===== src/eps_ram.sv =====
// Generic single-port-write, single-port-read RAM with a registered read.
// No dependencies.
module eps_ram #(
    parameter int WIDTH = 8,
    parameter int DEPTH = 16,
    parameter int AW    = (DEPTH > 1) ? $clog2(DEPTH) : 1
) (
    input  logic             i_clk,
    input  logic             i_we,
    input  logic [AW-1:0]    i_waddr,
    input  logic [WIDTH-1:0] i_wdata,
    input  logic [AW-1:0]    i_raddr,
    output logic [WIDTH-1:0] o_rdata
);

    logic [WIDTH-1:0] r_mem [DEPTH];
    logic [WIDTH-1:0] r_rdata;

    always_ff @(posedge i_clk) begin
        if (i_we) begin
            r_mem[i_waddr] <= i_wdata;
        end
        r_rdata <= r_mem[i_raddr];
    end

    assign o_rdata = r_rdata;

endmodule


===== config.mk =====
export PLATFORM = sky130hd
export DESIGN_NAME = eps_ram
export DESIGN_NICKNAME = d
export VERILOG_FILES = /design/src/eps_ram.sv
export SDC_FILE = /design/constraint.sdc
export NUM_CORES = 1
export LEC_CHECK = 0
export ABC_CLOCK_PERIOD_IN_PS = 2500
export BUFFER_PORTS_ARGS = -buffer_cell sky130_fd_sc_hd__buf_2
export CORE_MARGIN = 2
export CORE_UTILIZATION = 55
export DETAILED_ROUTE_END_ITERATION = 6
export GPL_TIMING_DRIVEN = 0
export PLACE_DENSITY = 0.77
export SLEW_MARGIN = 15
export SYNTH_ARGS = -nofsm -noshare
export SYNTH_HDL_FRONTEND = slang
export SYNTH_SLANG_ARGS = --single-unit

===== constraint.sdc =====
create_clock -name i_clk -period 2.5 [get_ports i_clk]
set_input_delay 0.25 -clock i_clk [delete_from_list [all_inputs] [get_ports i_clk]]
set_output_delay 0.25 -clock i_clk [all_outputs]
set_load 0.1 [all_outputs]

# Yosys cells after proc, flatten, opt, wreduce, memory -nomap -nowiden
# Memory sizes are Yosys's and may differ from the RTL's. A register that Yosys moved wholly into a read port is not among the register bits.
# Index checks and enable logic that the tools add are counted.
# op_classes
muxes,2
# op_table
cell,n
$mux W1,2
# totals
register_bits,0
output_inout_bits,8
mem_count,1
ramBits,128
input_bits,18
# memory_table
name,words,width,read_ports,rd_clocked_by_memory_dff,write_ports,line_no,rtl
r_mem,16,8,1,1,1,16,logic [WIDTH-1:0] r_mem [DEPTH];

# Depth between registers and ports, before layout
# depth
word_depth,2
depth_mapped,5
mapped_depth_nobuf,3

# Least setup slack after synthesis
# OpenSTA, ideal clock, no wires.
# synth_path
kind,input to register
from,input i_waddr[2]
to,memory r_mem[0][0] (enable)
n_path_buf,0
cell_stages,2
path_slack_ns,0.757
arrival_time_ns,1.360
cell_sequence,or3b_2 nor3_1
# synth_lines
item,line_no,rtl
from (decl),10,"input logic [AW-1:0] i_waddr,"
to (decl),16,
# No word-level cell before the write port.

# Worst setup path in the final report
# layout_path
from,"register r_rdata[0], in the netlist o_rdata[0], read port of r_mem"
to,output o_rdata[0]
# layout_lines
item,line_no,rtl
from (decl),17,logic [WIDTH-1:0] r_rdata;
to (decl),13,output logic [WIDTH-1:0] o_rdata
# No word-level cell between the ends.

==> impl_metrics.tcl <==
set metrics [dict create \
    yosysTopAreaCellShare 0.747 \
    insertion_delay_ns 0.52 \
    crit_slowest_cell "buf_2" \
    final_core_util 0.654 \
    p_int_uw 4080 \
    synthAdderAreaFrac 0 \
    grt_max_degree 17 \
    fin_skew_ns 0.0111 \
    path_cells "buf_2" \
    ioPinCount 26 \
    end_kind "output port" \
    synth_warnings 0 \
    dr_wl_met2_mm 4.75 \
    holdBufCountCts 0 \
    grt_pass1_vias 2448 \
    comb_power_share 0.067 \
    whs_ns 0.127 \
    period_share 0.605 \
    worst_ep_required_time_ns 2.25 \
    drt_wl_total_mm 9.63 \
    syn_nets 247 \
    setup_viol 0 \
    tns_ns 0 \
    crit_type "reg2out" \
    place_hpwl_mm 6.01 \
    outcome "complete, no violations" \
    power_density_nw_per_um2 873 \
    synth_mux_area_frac 0.150 \
    clkPwrFrac 0.442 \
    die_h_um 101 \
    viasPerCell 6.20 \
    cts_made_buffers 17 \
    synthCells 229 \
    diodes 0 \
    p_total_uw 5220 \
    swShare 0.219 \
    cts_tree "done" \
    place_area_um2 5420 \
    synth.largest_area_cell "edfxtp_1" \
    cp_max_fo 1 \
    synth_simple_gate_area_share 0.0318 \
    grt_overflow_total 0 \
    fp.coreArea_um2 9150 \
    layout-drive-gt1-share 0.305 \
    routed.top_layer "met4" \
    startpoint_type "flip-flop" \
    netlist_area_um2 5150 \
    drv_slew 0 \
    post_cts_resized 0 \
    drtPass1Iterations 7 \
    h-tree-depth 4 \
    p_leak_uw 0.00201 \
    synth_seq_area_share 0.778 \
    peakVddDrop_uv 508 \
    clockRootBuffer "clkbuf_8" \
    layout.nets 290 \
    rsz0062_at_grt "false" \
    m1WireLength_mm 4.23 \
    vias 2456 \
    hold_path_class "in2reg" \
    p_seq_frac 0.491 \
    fin_area_um2 5990 \
    rows 35 \
    power_switching_uw 1140 \
    synthTopCellsByArea "edfxtp_1, mux4_2, mux4_1, dfxtp_1, a22oi_1" \
    post-cts-setup-buffers 0 \
    drc 0 \
    synth_top_family_by_area "multiplexers" \
    drt-initial-drc-count 315 \
    drv.max_cap_violation_count 0 \
    r2r_start "r_mem[8][0]" \
    clkSlewWorstSetupHoldPaths_ns 0.06 \
    wl_met3_um 542 \
    ys_types 19 \
    min_from "i_wdata[3]" \
    postRouteAntennaNets 0 \
    die_x_um 101 \
    grt_use_total 0.210 \
    path_buf_inv 1 \
    routabilityCongestion 0.711 \
    cts_num_sinks 136 \
    synth_compound_area_frac 0.0233 \
    cpPeakStageDelay_ns 0.43 \
    avgRoutedWirePerCell_um 24.3 \
    grt_pass1_wl_mm 14.6 \
    dieArea_um2 10100 \
    crit_family "buffers and inverters" \
    fmax_mhz 661 \
    synthToLayoutAreaGrowth_pct 16.3 \
    min_period_ns 1.51 \
    antenna_found_initial 0 \
    cts.path.max_buffers 2 \
    slew_headroom 0.437 \
    hold_viol_final 0 \
    startpoint "o_rdata[0]" \
    synth_seq_cells 136 \
    synth-xor-area-share 0 \
    synth.avg_cell_area_um2 22.5 \
    max_slew.worst_pin.slew_ns 0.841 \
    io_buffer_count 24 \
    start_util 0.562 \
    worstPathArrival_ns 1.26 \
]
[cells in the mapped netlist]
| library cell | count |
|---|---|
| edfxtp_1 | 128 |
| mux4_2 | 18 |
| a22oi_1 | 16 |
| mux4_1 | 14 |
| nor2_1 | 13 |
| nand2_1 | 9 |
| dfxtp_1 | 8 |
| nor3_1 | 4 |
| buf_2 | 3 |
| buf_6 | 3 |
| clkdlybuf4s25_2 | 3 |
| nand2b_1 | 2 |
| nand3b_1 | 2 |
| and2_1 | 1 |
| and2b_1 | 1 |
| buf_4 | 1 |
| nand3_1 | 1 |
| nor2b_1 | 1 |
| or3b_2 | 1 |
[flip-flops by register name, summed over array words and instances, names as in the netlist]
name / count
r_mem: 128
o_rdata: 8
[final cells by class]
cell class	count	area, µm²
Timing Repair Buffer	24	120
Sequential cell	136	4000
Clock buffer	19	432
Fill cell	562	3160
Clock inverter	13	130
Multi-Input combinational cell	83	1080
Buffer	10	86.3
Tap cell	111	139
[cells by family (layout without fill, tap and decap cells)]
logic type      count (synthesis)  in the layout
flops                         136            136
simple gates                   35             35
mux                            32             32
compound gates                 16             16
buf+inv                        10             66
[per-layer routing]
metal,GRT usage,vias up
met5,0,-
met4,0.0569,0
met3,0.0603,12
met2,0.318,101
met1,0.306,1281
li1,-,1062
[power by group through the flow]
stage	clock network (µW)	logic [µW]	registers [µW]
3_5_place_dp	0	351	2610
2_1_floorplan	0	129	2720
3_3_place_gp	0	341	2600
4_1_cts	2340	352	2560
6_report	2310	351	2560
5_1_grt	2440	371	2570
[worst paths after layout]
| path | end | slack, ns | depth (start not counted) |
|---|---|---|---|
| setup / recovery | o_rdata[0] | 0.99 | 1 |
| hold / removal | r_mem[6][3] | 0.13 | 1 |
| setup reg to reg | o_rdata[0] | 1.07 | 3 |
| hold reg to reg | o_rdata[2] | 0.68 | 3 |
[cell usage in the layout, fill, tap and decap left out]
| cell | Yosys | final |
|---|---|---|
| mux4_2 | 18 | 18 |
| clkinv_1 | 0 | 1 |
| nand2_1 | 9 | 9 |
| nor3_2 | 0 | 4 |
| clkbuf_16 | 0 | 16 |
| nand3b_1 | 2 | 2 |
| buf_6 | 3 | 3 |
| and2_1 | 1 | 1 |
| buf_2 | 3 | 27 |
| nor2_1 | 13 | 13 |
| clkinvlp_4 | 0 | 5 |
| bufinv_16 | 0 | 2 |
| clkinv_2 | 0 | 4 |
| dfxtp_1 | 8 | 8 |
| buf_4 | 1 | 1 |
| nand3_1 | 1 | 1 |
| or3b_2 | 1 | 1 |
| a22oi_1 | 16 | 16 |
| edfxtp_1 | 128 | 128 |
| nand2b_1 | 2 | 2 |
| and2b_1 | 1 | 1 |
| clkbuf_1 | 0 | 1 |
| mux4_1 | 14 | 14 |
| nor2b_1 | 1 | 1 |
| clkdlybuf4s25_2 | 3 | 3 |
| clkinv_4 | 0 | 1 |
| clkbuf_8 | 0 | 2 |
[stage by stage]
| step | worst slack (ns) | std cells |
|---|---|---|
| floorplan | 0.757 | 229 |
| global placement | 0.202 | 364 |
| detailed placement | 0.517 | 364 |
| CTS | 0.971 | 396 |
| global route | 0.959 | 396 |
| finish | 0.987 | 396 |
(Power assumes the default switching activity.)
